**src/rtl/core/nsc_pkg.sv**
```systemverilog
package nsc_pkg;

  localparam int PrefixLen   = 6;
  localparam int PrefixCount = 5;

  localparam logic [7:0] CharDollar = 8'h24;
  localparam logic [7:0] CharStar   = 8'h2A;

  // one row per known sentence type, in type order
  localparam logic [7:0] PREFIX_TABLE [PrefixCount][PrefixLen] = '{
    '{8'h24, 8'h47, 8'h50, 8'h47, 8'h47, 8'h41},  // $GPGGA
    '{8'h24, 8'h47, 8'h50, 8'h47, 8'h53, 8'h41},  // $GPGSA
    '{8'h24, 8'h47, 8'h50, 8'h47, 8'h53, 8'h56},  // $GPGSV
    '{8'h24, 8'h47, 8'h50, 8'h52, 8'h4D, 8'h43},  // $GPRMC
    '{8'h24, 8'h47, 8'h50, 8'h56, 8'h54, 8'h47}   // $GPVTG
  };

  typedef enum logic [1:0] {
    PH_BODY = 2'd0,
    PH_HEX  = 2'd1,
    PH_DONE = 2'd2
  } phase_t;

  typedef enum logic [2:0] {
    ERR_OK       = 3'd0,
    ERR_NO_DOLLAR = 3'd1,
    ERR_NO_STAR  = 3'd2,
    ERR_NO_HEX   = 3'd3,
    ERR_MISMATCH = 3'd4
  } err_t;

  localparam logic [2:0] TYPE_INVALID = 3'd0;

  typedef struct packed {
    logic       is_hex;
    logic [3:0] value;
  } hex_digit_t;

  function automatic hex_digit_t hex_decode(input logic [7:0] c);
    hex_digit_t r;
    r.is_hex = 1'b1;
    r.value  = 4'd0;
    case (c) inside
      [8'h30:8'h39]: r.value = c[3:0];
      [8'h41:8'h46], [8'h61:8'h66]: r.value = c[3:0] + 4'd9;
      default: r.is_hex = 1'b0;
    endcase
    return r;
  endfunction

endpackage

```
**src/rtl/core/nsc_if.sv**
```systemverilog
interface nsc_in_if (input logic clk);
  logic       valid;
  logic       ready;
  logic [7:0] data_byte;
  logic       frame_end;

  modport source (output valid, output data_byte, output frame_end, input ready);
  modport sink (input valid, input data_byte, input frame_end, output ready);
endinterface

interface nsc_out_if (input logic clk);
  logic       valid;
  logic       ready;
  logic       sentence_ok;
  logic [2:0] sentence_type;
  logic [2:0] error_reason;
  logic [7:0] computed_sum;
  logic [7:0] received_sum;

  modport source (output valid, output sentence_ok, output sentence_type,
                  output error_reason, output computed_sum, output received_sum,
                  input ready);
  modport sink (input valid, input sentence_ok, input sentence_type,
                input error_reason, input computed_sum, input received_sum,
                output ready);
endinterface

```
**src/rtl/core/nmea_sentence_checker_top.sv**
```systemverilog
// output: the verdict is registered and appears in the cycle after the item carrying frame_end is taken
// throughput: one item per cycle while the receiver keeps up; input stalls in every
//   cycle that a verdict waits in the result register and the receiver is not ready
// reset: synchronous, active-high rst clears the sentence state and the result valid
module nmea_sentence_checker_top (
  input logic      clk,
  input logic      rst,
  nsc_in_if.sink   in_ch,
  nsc_out_if.source out_ch
);

  logic [2:0]                         byte_position, byte_position_next;
  nsc_pkg::phase_t                    phase, phase_next;
  logic [7:0]                         running_xor, running_xor_next;
  logic [nsc_pkg::PrefixCount-1:0]    prefix_matches, prefix_matches_next;
  logic [7:0]                         hex_value, hex_value_next;
  logic [1:0]                         hex_digits_seen, hex_digits_seen_next;
  logic                               dollar_seen, dollar_seen_next;

  logic       out_valid;
  logic       res_ok;
  logic [2:0] res_type;
  logic [2:0] res_reason;

  logic                accept;
  nsc_pkg::hex_digit_t digit;

  assign in_ch.ready = !out_valid || out_ch.ready;
  assign accept      = in_ch.valid && in_ch.ready;
  assign digit       = nsc_pkg::hex_decode(in_ch.data_byte);

  // sentence state after taking this byte
  always_comb begin
    byte_position_next   = byte_position;
    phase_next           = phase;
    running_xor_next     = running_xor;
    prefix_matches_next  = prefix_matches;
    hex_value_next       = hex_value;
    hex_digits_seen_next = hex_digits_seen;
    dollar_seen_next     = dollar_seen;

    if (byte_position < 3'(nsc_pkg::PrefixLen)) begin
      for (int k = 0; k < nsc_pkg::PrefixCount; k++) begin
        if (nsc_pkg::PREFIX_TABLE[k][byte_position] != in_ch.data_byte) begin
          prefix_matches_next[k] = 1'b0;
        end
      end
    end

    if (byte_position == 3'd0) begin
      dollar_seen_next = (in_ch.data_byte == nsc_pkg::CharDollar);
    end else begin
      case (phase)
        nsc_pkg::PH_BODY: begin
          if (in_ch.data_byte == nsc_pkg::CharStar) begin
            phase_next = nsc_pkg::PH_HEX;
          end else begin
            running_xor_next = running_xor ^ in_ch.data_byte;
          end
        end
        nsc_pkg::PH_HEX: begin
          if (!digit.is_hex) begin
            phase_next = nsc_pkg::PH_DONE;
          end else begin
            hex_value_next       = {hex_value[3:0], digit.value};
            hex_digits_seen_next = hex_digits_seen + 2'd1;
            if (hex_digits_seen != 2'd0) begin
              phase_next = nsc_pkg::PH_DONE;
            end
          end
        end
        default: ;
      endcase
    end

    if (byte_position != 3'd7) begin
      byte_position_next = byte_position + 3'd1;
    end
  end

  // verdict from the state that includes the final byte
  always_comb begin
    res_ok   = 1'b0;
    res_type = nsc_pkg::TYPE_INVALID;
    if (!dollar_seen_next) begin
      res_reason = nsc_pkg::ERR_NO_DOLLAR;
    end else if (phase_next == nsc_pkg::PH_BODY) begin
      res_reason = nsc_pkg::ERR_NO_STAR;
    end else if (hex_digits_seen_next == 2'd0) begin
      res_reason = nsc_pkg::ERR_NO_HEX;
    end else if (running_xor_next != hex_value_next) begin
      res_reason = nsc_pkg::ERR_MISMATCH;
    end else begin
      res_reason = nsc_pkg::ERR_OK;
      res_ok     = 1'b1;
    end

    if (res_ok && byte_position_next >= 3'(nsc_pkg::PrefixLen)) begin
      for (int k = nsc_pkg::PrefixCount - 1; k >= 0; k--) begin
        if (prefix_matches_next[k]) begin
          res_type = 3'(k + 1);
        end
      end
    end
  end

  always_ff @(posedge clk) begin
    if (rst) begin
      byte_position   <= 3'd0;
      phase           <= nsc_pkg::PH_BODY;
      running_xor     <= 8'd0;
      prefix_matches  <= '1;
      hex_value       <= 8'd0;
      hex_digits_seen <= 2'd0;
      dollar_seen     <= 1'b0;
    end else if (accept) begin
      if (in_ch.frame_end) begin
        // start over for the next sentence
        byte_position   <= 3'd0;
        phase           <= nsc_pkg::PH_BODY;
        running_xor     <= 8'd0;
        prefix_matches  <= '1;
        hex_value       <= 8'd0;
        hex_digits_seen <= 2'd0;
        dollar_seen     <= 1'b0;
      end else begin
        byte_position   <= byte_position_next;
        phase           <= phase_next;
        running_xor     <= running_xor_next;
        prefix_matches  <= prefix_matches_next;
        hex_value       <= hex_value_next;
        hex_digits_seen <= hex_digits_seen_next;
        dollar_seen     <= dollar_seen_next;
      end
    end
  end

  always_ff @(posedge clk) begin
    if (rst) begin
      out_valid <= 1'b0;
    end else if (accept && in_ch.frame_end) begin
      out_valid <= 1'b1;
    end else if (out_ch.ready) begin
      out_valid <= 1'b0;
    end
  end

  always_ff @(posedge clk) begin
    if (accept && in_ch.frame_end) begin
      out_ch.sentence_ok   <= res_ok;
      out_ch.sentence_type <= res_type;
      out_ch.error_reason  <= res_reason;
      out_ch.computed_sum  <= running_xor_next;
      out_ch.received_sum  <= hex_value_next;
    end
  end

  assign out_ch.valid = out_valid;

`ifndef SYNTH
  a_type_needs_ok: assert property (@(posedge clk) disable iff (rst)
    out_valid && out_ch.sentence_type != nsc_pkg::TYPE_INVALID |-> out_ch.sentence_ok)
    else $error("sentence type given without a good checksum");

  a_ok_matches_reason: assert property (@(posedge clk) disable iff (rst)
    out_valid |-> (out_ch.sentence_ok == (out_ch.error_reason == nsc_pkg::ERR_OK)))
    else $error("ok flag disagrees with error reason");

  a_verdict_follows_end: assert property (@(posedge clk) disable iff (rst)
    accept && in_ch.frame_end |=> out_valid && byte_position == 3'd0 && dollar_seen == 1'b0)
    else $error("final byte did not produce a verdict and restart");

  a_hex_count_bound: assert property (@(posedge clk) disable iff (rst)
    hex_digits_seen != 2'd3 && (hex_digits_seen == 2'd0 || phase != nsc_pkg::PH_BODY))
    else $error("hex digit count out of step with phase");
`endif

endmodule
```
**src/flat_wrapper.sv**
```systemverilog
// flat-port wrapper written by rule: the top's interface ports become plain ports
module nmea_sentence_checker_top_flat 
  (clk, rst, in_ch_valid, in_ch_data_byte, in_ch_frame_end, in_ch_ready, out_ch_valid, out_ch_sentence_ok, out_ch_sentence_type, out_ch_error_reason, out_ch_computed_sum, out_ch_received_sum, out_ch_ready);
  nsc_in_if in_ch_i (.clk(clk));
  nsc_out_if out_ch_i (.clk(clk));
  input logic clk;
  input logic rst;
  input wire logic [$bits(in_ch_i.valid)-1:0] in_ch_valid;
  input wire logic [$bits(in_ch_i.data_byte)-1:0] in_ch_data_byte;
  input wire logic [$bits(in_ch_i.frame_end)-1:0] in_ch_frame_end;
  output wire logic [$bits(in_ch_i.ready)-1:0] in_ch_ready;
  output wire logic [$bits(out_ch_i.valid)-1:0] out_ch_valid;
  output wire logic [$bits(out_ch_i.sentence_ok)-1:0] out_ch_sentence_ok;
  output wire logic [$bits(out_ch_i.sentence_type)-1:0] out_ch_sentence_type;
  output wire logic [$bits(out_ch_i.error_reason)-1:0] out_ch_error_reason;
  output wire logic [$bits(out_ch_i.computed_sum)-1:0] out_ch_computed_sum;
  output wire logic [$bits(out_ch_i.received_sum)-1:0] out_ch_received_sum;
  input wire logic [$bits(out_ch_i.ready)-1:0] out_ch_ready;
  assign in_ch_i.valid = in_ch_valid;
  assign in_ch_i.data_byte = in_ch_data_byte;
  assign in_ch_i.frame_end = in_ch_frame_end;
  assign in_ch_ready = in_ch_i.ready;
  assign out_ch_valid = out_ch_i.valid;
  assign out_ch_sentence_ok = out_ch_i.sentence_ok;
  assign out_ch_sentence_type = out_ch_i.sentence_type;
  assign out_ch_error_reason = out_ch_i.error_reason;
  assign out_ch_computed_sum = out_ch_i.computed_sum;
  assign out_ch_received_sum = out_ch_i.received_sum;
  assign out_ch_i.ready = out_ch_ready;
  nmea_sentence_checker_top u_core (.clk(clk), .rst(rst), .in_ch(in_ch_i), .out_ch(out_ch_i));
endmodule
```
**config.mk**
```make
export PLATFORM = sky130hd
export DESIGN_NAME = nmea_sentence_checker_top_flat
export DESIGN_NICKNAME = d
export VERILOG_FILES = /design/src/rtl/core/nsc_pkg.sv /design/src/rtl/core/nsc_if.sv /design/src/rtl/core/nmea_sentence_checker_top.sv /design/src/flat_wrapper.sv
export SDC_FILE = /design/constraint.sdc
export NUM_CORES = 1
export LEC_CHECK = 0
export BUFFER_PORTS_ARGS = -buffer_cell sky130_fd_sc_hd__buf_2
export CORE_MARGIN = 4
export CORE_UTILIZATION = 54
export CTS_BUF_LIST = sky130_fd_sc_hd__clkbuf_2 sky130_fd_sc_hd__clkbuf_4 sky130_fd_sc_hd__clkbuf_8
export DETAILED_ROUTE_END_ITERATION = 16
export GPL_TIMING_DRIVEN = 0
export PLACE_DENSITY = 0.78
export SETUP_SLACK_MARGIN = 0.15
export SYNTH_ARGS = -nofsm -noshare
export SYNTH_HDL_FRONTEND = slang
export SYNTH_SLANG_ARGS = --single-unit
```
**constraint.sdc**
```tcl
create_clock -name clk -period 2.85 [get_ports clk]
set_clock_uncertainty 0.2 [all_clocks]
set_input_delay 0.4275 -clock clk [delete_from_list [all_inputs] [get_ports clk]]
set_output_delay 0.4275 -clock clk [all_outputs]
set_load 0.02 [all_outputs]
```
Word level (Yosys, flattened, before mapping)

Memories as Yosys holds them, arrays and structs flattened.
Cells that the tools add are included.

Add/subtract/negate cells: 3
Order comparisons: 9
Eq/ne operators: 10
Multiplexer cells: 57
Bitwise logic cells: 4
Reduce and logical (&&, ||, !) cells: 18

Operators with widths:

| operator              | count |
|---|---|
| $mux W8               | 18 |
| $ne A8 B8 Y1          | 6 |
| $mux W2               | 13 |
| $eq A8 B6 Y1 const B  | 2 |
| $ge A8 B7 Y1 const B  | 2 |
| $le A8 B7 Y1 const B  | 2 |
| $mux W1               | 16 |
| $mux W3               | 5 |
| $mux W5               | 2 |
| $ge A8 B6 Y1 const B  | 1 |
| $le A8 B6 Y1 const B  | 1 |
| $mux W4               | 2 |
| $xor A8 B8 Y8         | 1 |
| $logic_and A1 B1 Y1   | 6 |
| $logic_not A2 Y1      | 3 |
| $add A4 B4 Y4 const B | 1 |
| $ge A4 B4 Y1 const B  | 1 |
| $not A3 Y4            | 1 |
| $pmux W2 S2           | 1 |
| $reduce_bool A2 Y1    | 2 |
| $reduce_or A2 Y1      | 2 |
| $reduce_or A4 Y1      | 1 |
| $add A3 B1 Y3 const B | 1 |
| $ge A3 B3 Y1 const B  | 1 |
| other kinds (9)       | 10 |

Flip-flop bits (word level): 53
ROM bits: 320
Input bits: 13
Output and inout bits: 25
Logic and storage cells: 122
Memories kept: 5

Memory list:

| name            | words | bits a word | read ports | clocked after Yosys merged registers in | write ports | line                            | source |
|---|---|---|---|---|---|---|---|
| (no name shown) | 8     | 8           | 1          | 0                                       | 0           | nmea_sentence_checker_top.sv:44 | `if (nsc_pkg::PREFIX_TABLE[k][byte_position] != in_ch.data_byte) begin` |
| (no name shown) | 8     | 8           | 1          | 0                                       | 0           | nmea_sentence_checker_top.sv:44 |  |
| (no name shown) | 8     | 8           | 1          | 0                                       | 0           | nmea_sentence_checker_top.sv:44 |  |
| (no name shown) | 8     | 8           | 1          | 0                                       | 0           | nmea_sentence_checker_top.sv:44 |  |
| (no name shown) | 8     | 8           | 1          | 0                                       | 0           | nmea_sentence_checker_top.sv:44 |  |

Longest topological paths before layout

Gate-level depths: netlist (run 1).

Word-level depth: 16
Mapped depth: 12
Mapped depth without buffers: 10

Worst setup path after synthesis (run 1)

Ideal clock, no wire load.

Kind: input-to-reg
Start point: in in_ch_data_byte[0]
End point: reg u_core.out_ch.error_reason[2], data pin
Library setup time: 255 ps
Arrival time: 2647 ps
Required time: 2395 ps
Slack: -251 ps
Stages: 12
Buffers on the path: 2
Path through: buf_1 -> inv_1 -> ha_1 -> o21bai_1 -> a21oi_1 -> a21o_4 -> nand3_4 -> clkbuf_1 -> clkinv_1 -> nor2_1 -> o2111ai_2 -> o21ba_1

Word-level cells in the longest chain between the ends: 10
Elaborated cells between the ends (all ways): 38
Those cells by class: add/sub (1); order compare (6); eq/ne (3); mux (19); bitwise (2); reduce/logical (7)

RTL lines:

| what                                                                      | line                             | source |
|---|---|---|
| start, declared                                                           | flat_wrapper.sv:9                | `input wire logic [$bits(in_ch_i.data_byte)-1:0] in_ch_data_byte;` |
| $ge A8 B7 Y1 (implied by the code) / $le A8 B7 Y1 (equally long branches) | nmea_sentence_checker_top.sv:30  | `assign digit = nsc_pkg::hex_decode(in_ch.data_byte);` |
| $logic_and A1 B1 Y1 (implied by the code)                                 | nmea_sentence_checker_top.sv:30  |  |
| $reduce_or A2 Y1                                                          | nsc_pkg.sv:43                    | `case (c) inside` |
| $mux W4 / $mux W1 (equally long branches) (2 in a row)                    | nsc_pkg.sv:43                    |  |
| $mux W8 / $mux W2 (equally long branches)                                 | nmea_sentence_checker_top.sv:62  | `if (!digit.is_hex) begin` |
| $mux W8 (tied with other cells)                                           | nmea_sentence_checker_top.sv:53  | `case (phase)` |
| $mux W8 / $mux W2 (equally long branches)                                 | nmea_sentence_checker_top.sv:50  | `if (byte_position == 3'd0) begin` |
| $ne A8 B8 Y1 (tied with other cells)                                      | nmea_sentence_checker_top.sv:91  | `end else if (running_xor_next != hex_value_next) begin` |
| $mux W3 / $reduce_or A3 Y1 (equally long branches)                        | n/a                              |  |
| end signal, assigned                                                      | nmea_sentence_checker_top.sv:152 | `out_ch.error_reason <= res_reason;` |
| end, declared                                                             | nsc_if.sv:21                     | `output error_reason, output computed_sum, output received_sum,` |

Parallel ways exist; a longest one is shown, timed or not.
A chain may end at the register's enable or synchronous reset.

Worst setup path after layout (run 1)

Start point: reg u_core.byte_position[0]
End point: reg u_core.out_ch.sentence_type[0], data pin

Elaborated cells between the ends (all ways): 51
Those cells by class: add/sub (1); order compare (2); eq/ne (7); mux (31); bitwise (1); reduce/logical (4); memory (5)

RTL lines:

| what                                 | line                             | source |
|---|---|---|
| start, declared                      | nmea_sentence_checker_top.sv:12  | `logic [2:0] byte_position, byte_position_next;` |
| start signal, assigned               | nmea_sentence_checker_top.sv:127 | `byte_position <= byte_position_next;` |
| $logic_not A3 Y1                     | nmea_sentence_checker_top.sv:50  |  |
| $mux W8                              | nmea_sentence_checker_top.sv:50  |  |
| named net u_core.running_xor_next[5] | nmea_sentence_checker_top.sv:14  | `logic [7:0] running_xor, running_xor_next;` |
| $ne A8 B8 Y1                         | nmea_sentence_checker_top.sv:91  |  |
| $mux W1                              | nmea_sentence_checker_top.sv:91  |  |
| $mux W1                              | nmea_sentence_checker_top.sv:89  | `end else if (hex_digits_seen_next == 2'd0) begin` |
| $mux W1                              | nmea_sentence_checker_top.sv:87  | `end else if (phase_next == nsc_pkg::PH_BODY) begin` |
| $mux W1                              | nmea_sentence_checker_top.sv:85  | `if (!dollar_seen_next) begin` |
| $logic_and A1 B1 Y1                  | nmea_sentence_checker_top.sv:98  | `if (res_ok && byte_position_next >= 3'(nsc_pkg::PrefixLen)) begin` |
| end signal, assigned                 | nmea_sentence_checker_top.sv:151 | `out_ch.sentence_type <= res_type;` |
| end, declared                        | nsc_if.sv:20                     | `modport source (output valid, output sentence_ok, output sentence_type,` |

The timed path passes the listed nets, and every way through them passes these cells. The select of a mux whose other input is x is not followed.

==> flow_summary_export.csv, run 1 <==
group,metric,value,unit
cells_and_area,multi_input_area,0.00202,mm2
yosys,syn-num-nets,349,
cells_and_area,fin_area,0.00412,mm2
clocking,cts_made_buffers,5,
critical_path,timing.rr.end,"u_core.out_ch.sentence_type[0]",
power_and_ir_drop,leakage,1.62,nW
clocking,root_buffer,"clkbuf_8",
clocking,hold_buffers,0,
route,drt_wl_total,8.43,mm
yosys,ys_ff_latch,53,
clocking,cts_tree,"done",
yosys,syn-cell-area,0.00310,mm2
route,post_drt_wl_per_cell,18.1,um
route,dr.pass1.iters,5,
floorplanning,rows,27,
critical_path,reg2reg_depth,13,
timing,tightest_slew,877,ps
cells_and_area,final_util,74.4,%
critical_path,worstSetupStartpoint,"u_core.byte_position[0]",
yosys,synth_flop_cell,"dfxtp_1",
route,drt_first_iter_violations,210,
cells_and_area,stdcell_count,467,
timing,rsz0062_at_grt,"yes",
hold_path,whs_endpoint,"u_core.out_ch.valid",
hold_path,worstHoldPathType,"in2reg",
route,drc,0,
run,maxCapViolCount,0,
floorplanning,start_util,55.9,%
place,dpl_cell_area,0.00348,mm2
route,vias,2818,
hold_path,min-delay-start,"rst",
yosys,synth_edf_count,23,
critical_path,reg2reg_from,"u_core.byte_position[0]",
timing,final_max_slew_viol_count,0,
cells_and_area,antenna_cells,0,
route,antenna_left,0,
critical_path,arrival,2710,ps
timing,worst_hold_slack,162,ps
critical_path,startpoint_type,"flip-flop",
hold_path,hold_depth,2,
timing,final-hold-violation-count,0,
floorplanning,io_pins,38,
clocking,clk_latency,310,ps
yosys,yosysSeqAreaShare,41.7,%
critical_path,worstPathMaxFanout,6,
clocking,cts_num_sinks,53,
critical_path,endpoint_kind,"flip-flop",
yosys,async_reset_ff_share,0,%
timing,period_needed,2780,ps
cells_and_area,syn2layout_area_growth,33.1,%
place,dp_cells,432,
timing,finalCritPeriodShare,97.6,%
timing,slew-limit-headroom,41.5,%
timing,tns,0,ps
timing,setup_viol,0,
grt,gr-total-overflow,0,
run_status,run_status,"finished clean",
yosys,yosysWarningCount,0,
grt,grt_pass1_wl,13.0,mm
floorplanning,die_y,83.7,um
place,place.gp.congestion,0.883,
grt,antenna_found_initial,0,
power_and_ir_drop,power.density,405,mW/mm2
floorplanning,die-area,0.00701,mm2
clocking,cts_htree_levels,2,
place,hpwl,5.50,mm
place,io_buffer_count,37,
cells_and_area,nFillCells,368,
cells_and_area,final_nets,420,
clocking,clock_path_buffers,2,
timing,max_clock_freq,0.360,GHz
floorplanning,core,0.00554,mm2
power_and_ir_drop,peakVddDrop,281,uV
cells_and_area,seq_area,0.00130,mm2
floorplanning,die-width,83.7,um
critical_path,rrSetupSlack,70,ps
critical_path,path_class,"reg2reg",
grt,grt_max_degree,25,
clocking,clkSlewWorstSetupHoldPaths,90,ps
route,viasPerCell,6.03,
critical_path,crit_required,2780,ps
grt,grt_pass1_vias,2658,
cells_and_area,drive_gt1_share,34.4,%
yosys,avgSynthCellArea,9.59,um2
yosys,syn_inst,323,
grt,track_usage,22.7,%
yosys,synthDistinctLibCells,61,
[report_power, final]
group	internal [mW]	switching [mW]
logic	0.139	0.190
registers	0.812	0.00979
clock network	0.264	0.254
total	1.22	0.454
[kinds of logic after synthesis]
| family | after synthesis | synth area share, % |
|---|---|---|
| buffers and inverters | 31 | 3.80 |
| xor gates and xnor gates | 30 | 9.45 |
| DFF | 53 | 41.7 |
| and+or+nand+nor | 101 | 16.6 |
| adders and majority gates | 13 | 5.25 |
| muxes | 13 | 5.01 |
| AOI/OAI and AO/OA | 82 | 18.2 |
[how the worst max path moves through the flow]
| stage | endpoint |
|---|---|
| after floorplan | u_core.out_ch.error_reason[2] |
| after global placement | u_core.out_ch.sentence_type[1] |
| after detailed placement | u_core.out_ch.sentence_type[1] |
| after CTS | u_core.out_ch.sentence_type[2] |
| after global routing | u_core.out_ch.sentence_type[0] |
| final | u_core.out_ch.sentence_type[0] |
[synthesized netlist by cell type (4+ instances only)]
cell      count  area share (%)
a22oi_1      18             4.4
o21ai_1       6            0.97
ha_1         13             5.3
o21ai_0      10             1.6
nand2_1      25             3.0
clkbuf_1     13             1.6
dfxtp_1      30              19
nand2b_1      4            0.81
a21oi_1      19             3.1
xor2_1       10             2.8
nand3_1       6            0.97
inv_1        13             1.6
nor2_1       35             4.2
nor3_1        7             1.1
xnor2_1      16             4.5
edfxtp_1     23              22
mux2_4        4             1.9
xnor2_2       4             2.1
mux2_2        4             1.5
mux2i_1       5             1.6
[sequential cells by signal, indices dropped and copies added (netlist names)]
name,count
u_core.out_ch.computed_sum,8
u_core.out_ch.sentence_ok,1
u_core.hex_value,8
u_core.out_ch.sentence_type,3
u_core.dollar_seen,1
u_core.prefix_matches,5
u_core.phase,2
u_core.byte_position,3
u_core.out_ch.received_sum,8
u_core.hex_digits_seen,2
u_core.out_ch.error_reason,3
u_core.running_xor,8
u_core.out_ch.valid,1
[metrics by stage]
| step | power [mW] | worst slack [ps] |
|---|---|---|
| after floorplan | 1.01 | 152 |
| after global placement | 1.08 | -605 |
| after detailed placement | 1.08 | -576 |
| after CTS | 1.63 | 151 |
| after global routing | 1.73 | -48.2 |
| final | 1.67 | 69.0 |
[placed cells by master, fill, tap and decap left out, types with 3 or more instances in the layout]
cell type and count:
nor2_1 34, clkbuf_8 6, xnor2_1 9, dfxtp_1 28
nand2_1 23, buf_2 36, mux2_2 3, mux2i_1 5
nand2b_1 4, a21oi_1 15, a22oi_1 18, buf_4 25
o21ai_1 6, mux2_4 5, xor2_1 10, edfxtp_1 23
o21ai_0 7, nor3_1 6, inv_1 9, o21ai_2 3
a21oi_2 5, ha_1 10, xnor2_4 7, buf_6 3
nand4b_1 3, nand3_1 4, ha_4 3, xnor2_2 4
clkbuf_1 9, a31oi_1 3
[routing by layer]
metal  part of all wire (%)  global-route usage, %  wire length, um  vias up
li1                       -                      -                -     1320
met1                     41                   28.4             3500     1359
met2                     50                   38.8             4260      121
met3                    6.0                   4.44              502       18
met4                    2.1                   8.48              174        0
met5                      0                      0                0        -
[area by class of cell]
cell class,instances,share of cell area (%)
multi-input combinational,239,49.0
inverter,15,1.73
buffer,16,3.00
tap,72,2.19
clock buffer,5,1.67
timing repair buffer,64,9.95
sequential,53,31.4
clock inverter,3,1.06
[what timing repair did]
item	CTS	global route
gates resized for setup	36	24
cloned	0	0
setup endpoints to repair	8	5
pin swaps	12	9
buffers inserted	18	9
[critical path, cell delays in order, from the launching register on]
cell       delay (ps)
dfxtp_2           380
buf_8             120
inv_8              40
ha_4              160
nor2b_4           140
nor3_4            160
buf_6             150
nand3_4           100
xnor2_4           190
mux2i_1           180
xor2_1            260
o2111ai_4         190
buf_4             190
nor4_2            140
Note: power is estimated with default switching activity, not from simulation.
==> run 2, diff against run 1 <==
--- a/config.mk
+++ b/config.mk
@@ -5,13 +5,14 @@
 export SDC_FILE = /design/constraint.sdc
 export NUM_CORES = 1
 export LEC_CHECK = 0
+export ABC_CLOCK_PERIOD_IN_PS = 2700
 export BUFFER_PORTS_ARGS = -buffer_cell sky130_fd_sc_hd__buf_2
 export CORE_MARGIN = 4
-export CORE_UTILIZATION = 54
+export CORE_UTILIZATION = 60
 export CTS_BUF_LIST = sky130_fd_sc_hd__clkbuf_2 sky130_fd_sc_hd__clkbuf_4 sky130_fd_sc_hd__clkbuf_8
 export DETAILED_ROUTE_END_ITERATION = 16
 export GPL_TIMING_DRIVEN = 0
-export PLACE_DENSITY = 0.78
+export PLACE_DENSITY = 0.82
 export SETUP_SLACK_MARGIN = 0.15
 export SYNTH_ARGS = -nofsm -noshare
 export SYNTH_HDL_FRONTEND = slang
==> constraint.sdc (replaced) <==
create_clock -name clk -period 2.7 [get_ports clk]
set_clock_uncertainty 0.2 [all_clocks]
set_input_delay 0.54 -clock clk [delete_from_list [all_inputs] [get_ports clk]]
set_output_delay 0.54 -clock clk [all_outputs]
set_load 0.02 [all_outputs]
==> flow_summary_export.csv, run 2 (same netlist as run 1, synthesis figures left out) <==
group,metric,value,unit
clocking,cts_tree,"done",
power_and_ir_drop,leakage,1.66,nW
route,viasPerCell,6.64,
cells_and_area,drive_gt1_share,36.8,%
timing,fin_ws,-188,ps
hold_path,worstHoldPathType,"in2reg",
route,vias,3096,
place,hpwl,5.29,mm
timing,max_clock_freq,0.346,GHz
hold_path,hold_depth,2,
clocking,cts_num_sinks,53,
cells_and_area,final_cell_mix,"33 x buf_2, 32 x buf_4, 32 x nor2_1",
cells_and_area,final_common_cell,"buf_2",
clocking,clock_path_buffers,2,
critical_path,endpoint_kind,"flip-flop",
clocking,hold_buffers,0,
timing,slew-limit-headroom,39.4,%
power_and_ir_drop,finalPower,1.79,mW
timing,rsz0062_at_grt,"yes",
grt,grt_pass1_vias,2655,
power_and_ir_drop,power.density,425,mW/mm2
floorplanning,core,0.00485,mm2
clocking,clkSlewWorstSetupHoldPaths,100,ps
timing,final_max_slew_viol_count,0,
clocking,cts_htree_levels,2,
floorplanning,io_pins,38,
floorplanning,die-area,0.00637,mm2
grt,antenna_found_initial,0,
place,place.gp.congestion,0.921,
cells_and_area,nFillCells,214,
critical_path,arrival,2770,ps
route,dr.pass1.iters,5,
timing,period_needed,2890,ps
floorplanning,die_y,79.8,um
floorplanning,start_util,63.9,%
run_status,run_status,"complete, but fails checks",
route,drt_wl_total,10.3,mm
cells_and_area,antenna_cells,0,
cells_and_area,final_nets,424,
hold_path,min-delay-start,"rst",
critical_path,worstSetupStartpoint,"in_ch_data_byte[0]",
cells_and_area,syn2layout_area_growth,36.0,%
timing,tns,-673,ps
power_and_ir_drop,peakVddDrop,485,uV
grt,grt_max_degree,25,
grt,track_usage,27.9,%
place,io_buffer_count,37,
cells_and_area,final_util,86.9,%
route,antenna_left,0,
cells_and_area,multi_input_area,0.00206,mm2
floorplanning,die-width,79.8,um
critical_path,crit_required,2580,ps
timing,tightest_slew,908,ps
critical_path,reg2reg_depth,11,
critical_path,worstPathMaxFanout,8,
timing,final-hold-violation-count,0,
critical_path,startpoint_type,"input pin",
route,drt_first_iter_violations,392,
critical_path,path_class,"in2reg",
timing,setup_viol,5,
grt,grt_pass1_wl,13.6,mm
route,post_drt_wl_per_cell,22.2,um
timing,finalCritPeriodShare,107,%
grt,gr-total-overflow,0,
run,maxCapViolCount,0,
route,drc,0,
floorplanning,rows,25,
critical_path,reg2reg_from,"u_core.byte_position[0]",
cells_and_area,seq_area,0.00130,mm2
clocking,cts_made_buffers,5,
place,pre_cts_ws,-668,ps
run_status,violations,"setup timing",
clocking,root_buffer,"clkbuf_8",
clocking,clk_latency,320,ps
-- run 2: changes by cell type in the layout (fill, tap and decap cells not counted), sizes merged --
cell | before | now
clkbuf | 18 | 19
inv | 15 | 12
buf | 67 | 71
clkinv | 2 | 3
clkinvlp | 0 | 1
-- run 2: area by class of cell --
| class | instances | share of cell area (%) |
|---|---|---|
| Sequential cell | 53 | 30.8 |
| Buffer | 16 | 2.85 |
| Inverter | 15 | 1.90 |
| Timing Repair Buffer | 68 | 10.8 |
| Tap cell | 67 | 1.99 |
| Clock inverter | 2 | 0.921 |
| Clock buffer | 6 | 1.81 |
| Multi-Input combinational cell | 239 | 48.9 |
-- run 2: metal layers --
metal	GRT usage, %	up-vias	routed length, um
met3	5.53	63	1070
met5	0	-	0
met4	11.1	0	569
met2	46.2	268	4890
li1	-	1323	-
met1	35.7	1442	3800
-- run 2: power breakdown --
group / leakage [nW] / switching [mW] / internal (mW)
registers: 0.466 / 0.0112 / 0.857
logic: 1.13 / 0.215 / 0.148
clock network: 0.0588 / 0.269 / 0.289
total: 1.66 / 0.495 / 1.29
-- run 2: final timing paths --
check,slack (ps),end
min reg2reg,280,u_core.prefix_matches[3]
max reg2reg,-120,u_core.out_ch.sentence_type[1]
min,260,u_core.out_ch.valid
max,-190,u_core.out_ch.error_reason[2]
-- run 2: critical path, cell delays in order --
cell	delay (ps)
buf_6	120
buf_8	110
inv_6	40
ha_1	230
nand2_1	100
o2111ai_1	150
a21o_4	260
nand3_4	190
mux2_4	360
xnor2_4	190
o2111ai_4	230
o21ba_1	240
-- run 2: timing repair --
action                     CTS  global route
resized for setup           56            22
setup endpoints to repair   14            13
pin swaps                   20            11
buffers inserted            22             9
-- run 2: through the flow --
stage	cell area [um2]	hold WS, ps	cells
2_1_floorplan	3210	231	323
6_report	4210	259	466
3_3_place_gp	3480	244	427
4_1_cts	4050	252	457
5_1_grt	4210	260	466
3_5_place_dp	3480	255	427
==> run 3, diff against run 2 <==
--- a/config.mk
+++ b/config.mk
@@ -13,6 +13,7 @@
 export DETAILED_ROUTE_END_ITERATION = 16
 export GPL_TIMING_DRIVEN = 0
 export PLACE_DENSITY = 0.82
+export RECOVER_POWER = 50
 export SETUP_SLACK_MARGIN = 0.15
 export SYNTH_ARGS = -nofsm -noshare
 export SYNTH_HDL_FRONTEND = slang
==> flow_summary_export.csv, run 3 (same netlist as run 1, synthesis figures left out) <==
group,metric,value,unit
run_status,run_status,"complete, but fails checks",
run_status,violations,"setup timing",
cells_and_area,final_cell_mix,"33 x nor2_1, 33 x clkbuf_1, 32 x buf_4",
floorplanning,die-width,79.8,um
floorplanning,rows,25,
power_and_ir_drop,p_sw,0.494,mW
route,drc,0,
floorplanning,die-area,0.00637,mm2
power_and_ir_drop,internal-power,1.29,mW
cells_and_area,multi_input_area,0.00206,mm2
hold_path,worstHoldPathType,"in2reg",
critical_path,endpoint_kind,"flip-flop",
timing,max_clock_freq,0.348,GHz
place,pre_cts_ws,-668,ps
critical_path,path_class,"in2reg",
timing,fin_ws,-177,ps
route,viasPerCell,6.64,
critical_path,startpoint_type,"input pin",
power_and_ir_drop,swShare,27.7,%
grt,grt_pass1_vias,2655,
clocking,cts_made_buffers,5,
timing,period_needed,2880,ps
timing,slew-limit-headroom,41.0,%
place,io_buffer_count,37,
timing,setup_viol,5,
route,dr.pass1.iters,6,
grt,track_usage,27.9,%
route,antenna_left,0,
power_and_ir_drop,peakVddDrop,486,uV
grt,gr-total-overflow,0,
power_and_ir_drop,power.density,427,mW/mm2
power_and_ir_drop,combPwrFrac,20.1,%
timing,tightest_slew,884,ps
grt,antenna_found_initial,0,
grt,grt_pass1_wl,13.6,mm
timing,rsz0062_at_grt,"yes",
floorplanning,die_y,79.8,um
cells_and_area,syn2layout_area_growth,34.9,%
floorplanning,start_util,63.9,%
place,hpwl,5.29,mm
cells_and_area,nFillCells,235,
route,post_drt_wl_per_cell,22.3,um
clocking,hold_buffers,0,
power_and_ir_drop,leakage,1.58,nW
critical_path,crit_required,2580,ps
place,dpl_cell_area,0.00348,mm2
clocking,clk_latency,320,ps
clocking,cts_htree_levels,2,
timing,finalCritPeriodShare,107,%
cells_and_area,seq_area,0.00130,mm2
clocking,cts_num_sinks,53,
cells_and_area,drive_gt1_share,30.3,%
route,vias,3095,
critical_path,arrival,2760,ps
clocking,clock_path_buffers,2,
floorplanning,io_pins,38,
route,drt_wl_total,10.4,mm
clocking,cts_tree,"done",
route,drt_first_iter_violations,410,
cells_and_area,fin_area,0.00418,mm2
critical_path,worstPathMaxFanout,8,
clocking,root_buffer,"clkbuf_8",
power_and_ir_drop,seq_power_share,48.7,%
clocking,clkSlewWorstSetupHoldPaths,100,ps
power_and_ir_drop,p_clk_share,31.2,%
grt,grt_max_degree,25,
floorplanning,core,0.00485,mm2
timing,final_max_slew_viol_count,0,
cells_and_area,antenna_cells,0,
timing,tns,-619,ps
place,place.gp.congestion,0.921,
cells_and_area,final_nets,424,
timing,final-hold-violation-count,0,
run,maxCapViolCount,0,
[run 3: cell types whose count changed in the layout (fill, tap and decap cells not counted), sizes merged]
| cell | delta |
|---|---|
| clkbuf | +25 |
| buf | -25 |
[run 3: power by group through the flow]
| stage | Clock (mW) | Sequential, mW | Combinational (mW) |
|---|---|---|---|
| 2_1_floorplan | 0 | 0.902 | 0.165 |
| 3_3_place_gp | 0 | 0.885 | 0.249 |
| 3_5_place_dp | 0 | 0.885 | 0.254 |
| 4_1_cts | 0.550 | 0.866 | 0.313 |
| 5_1_grt | 0.601 | 0.871 | 0.375 |
| 6_report | 0.557 | 0.869 | 0.359 |
[run 3: metrics by stage]
| step | utilization (%) | power [mW] | std cells | hold WS, ps |
|---|---|---|---|---|
| 2_1_floorplan | - | 1.07 | 323 | 231 |
| 3_3_place_gp | 71.7 | 1.13 | 427 | 244 |
| 3_5_place_dp | 71.7 | 1.14 | 427 | 255 |
| 4_1_cts | 83.5 | 1.73 | 457 | 252 |
| 5_1_grt | 86.2 | 1.85 | 466 | 260 |
| 6_report | 86.2 | 1.78 | 466 | 257 |
[run 3: worst max-delay path, cell delays in order]
cell	delay [ps]
buf_6	120
buf_8	110
inv_6	40
ha_1	220
nand2_1	100
o2111ai_1	150
a21o_4	260
nand3_4	190
mux2_4	360
xnor2_4	190
o2111ai_4	230
o21ba_1	240
[run 3: final timing paths]
| kind | end | from | slack, ps | cells past startpoint |
|---|---|---|---|---|
| min | u_core.out_ch.valid | rst | 260 | 2 |
| max reg2reg | u_core.out_ch.sentence_type[1] | u_core.byte_position[0] | -130 | 11 |
| min reg2reg | u_core.prefix_matches[2] | u_core.prefix_matches[2] | 280 | 2 |
| max | u_core.out_ch.error_reason[2] | in_ch_data_byte[0] | -180 | 12 |
[run 3: routing by layer]
| layer | track usage (%) | wire [um] |
|---|---|---|
| met5 | 0 | 0 |
| met4 | 11.1 | 711 |
| met3 | 5.53 | 1010 |
| met2 | 46.2 | 4810 |
| met1 | 35.7 | 3850 |
[run 3: cell type report]
type | instances | area share (%)
well taps | 67 | 2.01
inverters | 15 | 1.92
plain buffers | 16 | 2.88
repair buffers | 68 | 10.2
flip-flops and latches | 53 | 31.1
multi-input cells | 239 | 49.2
clock buffers | 6 | 1.83
clock inverters | 2 | 0.928
[run 3: what timing repair did]
action                     in CTS  in global routing
setup endpoints to repair      14                 13
pin swaps                      20                 11
gates resized for setup        56                 22
setup buffers                  22                  9
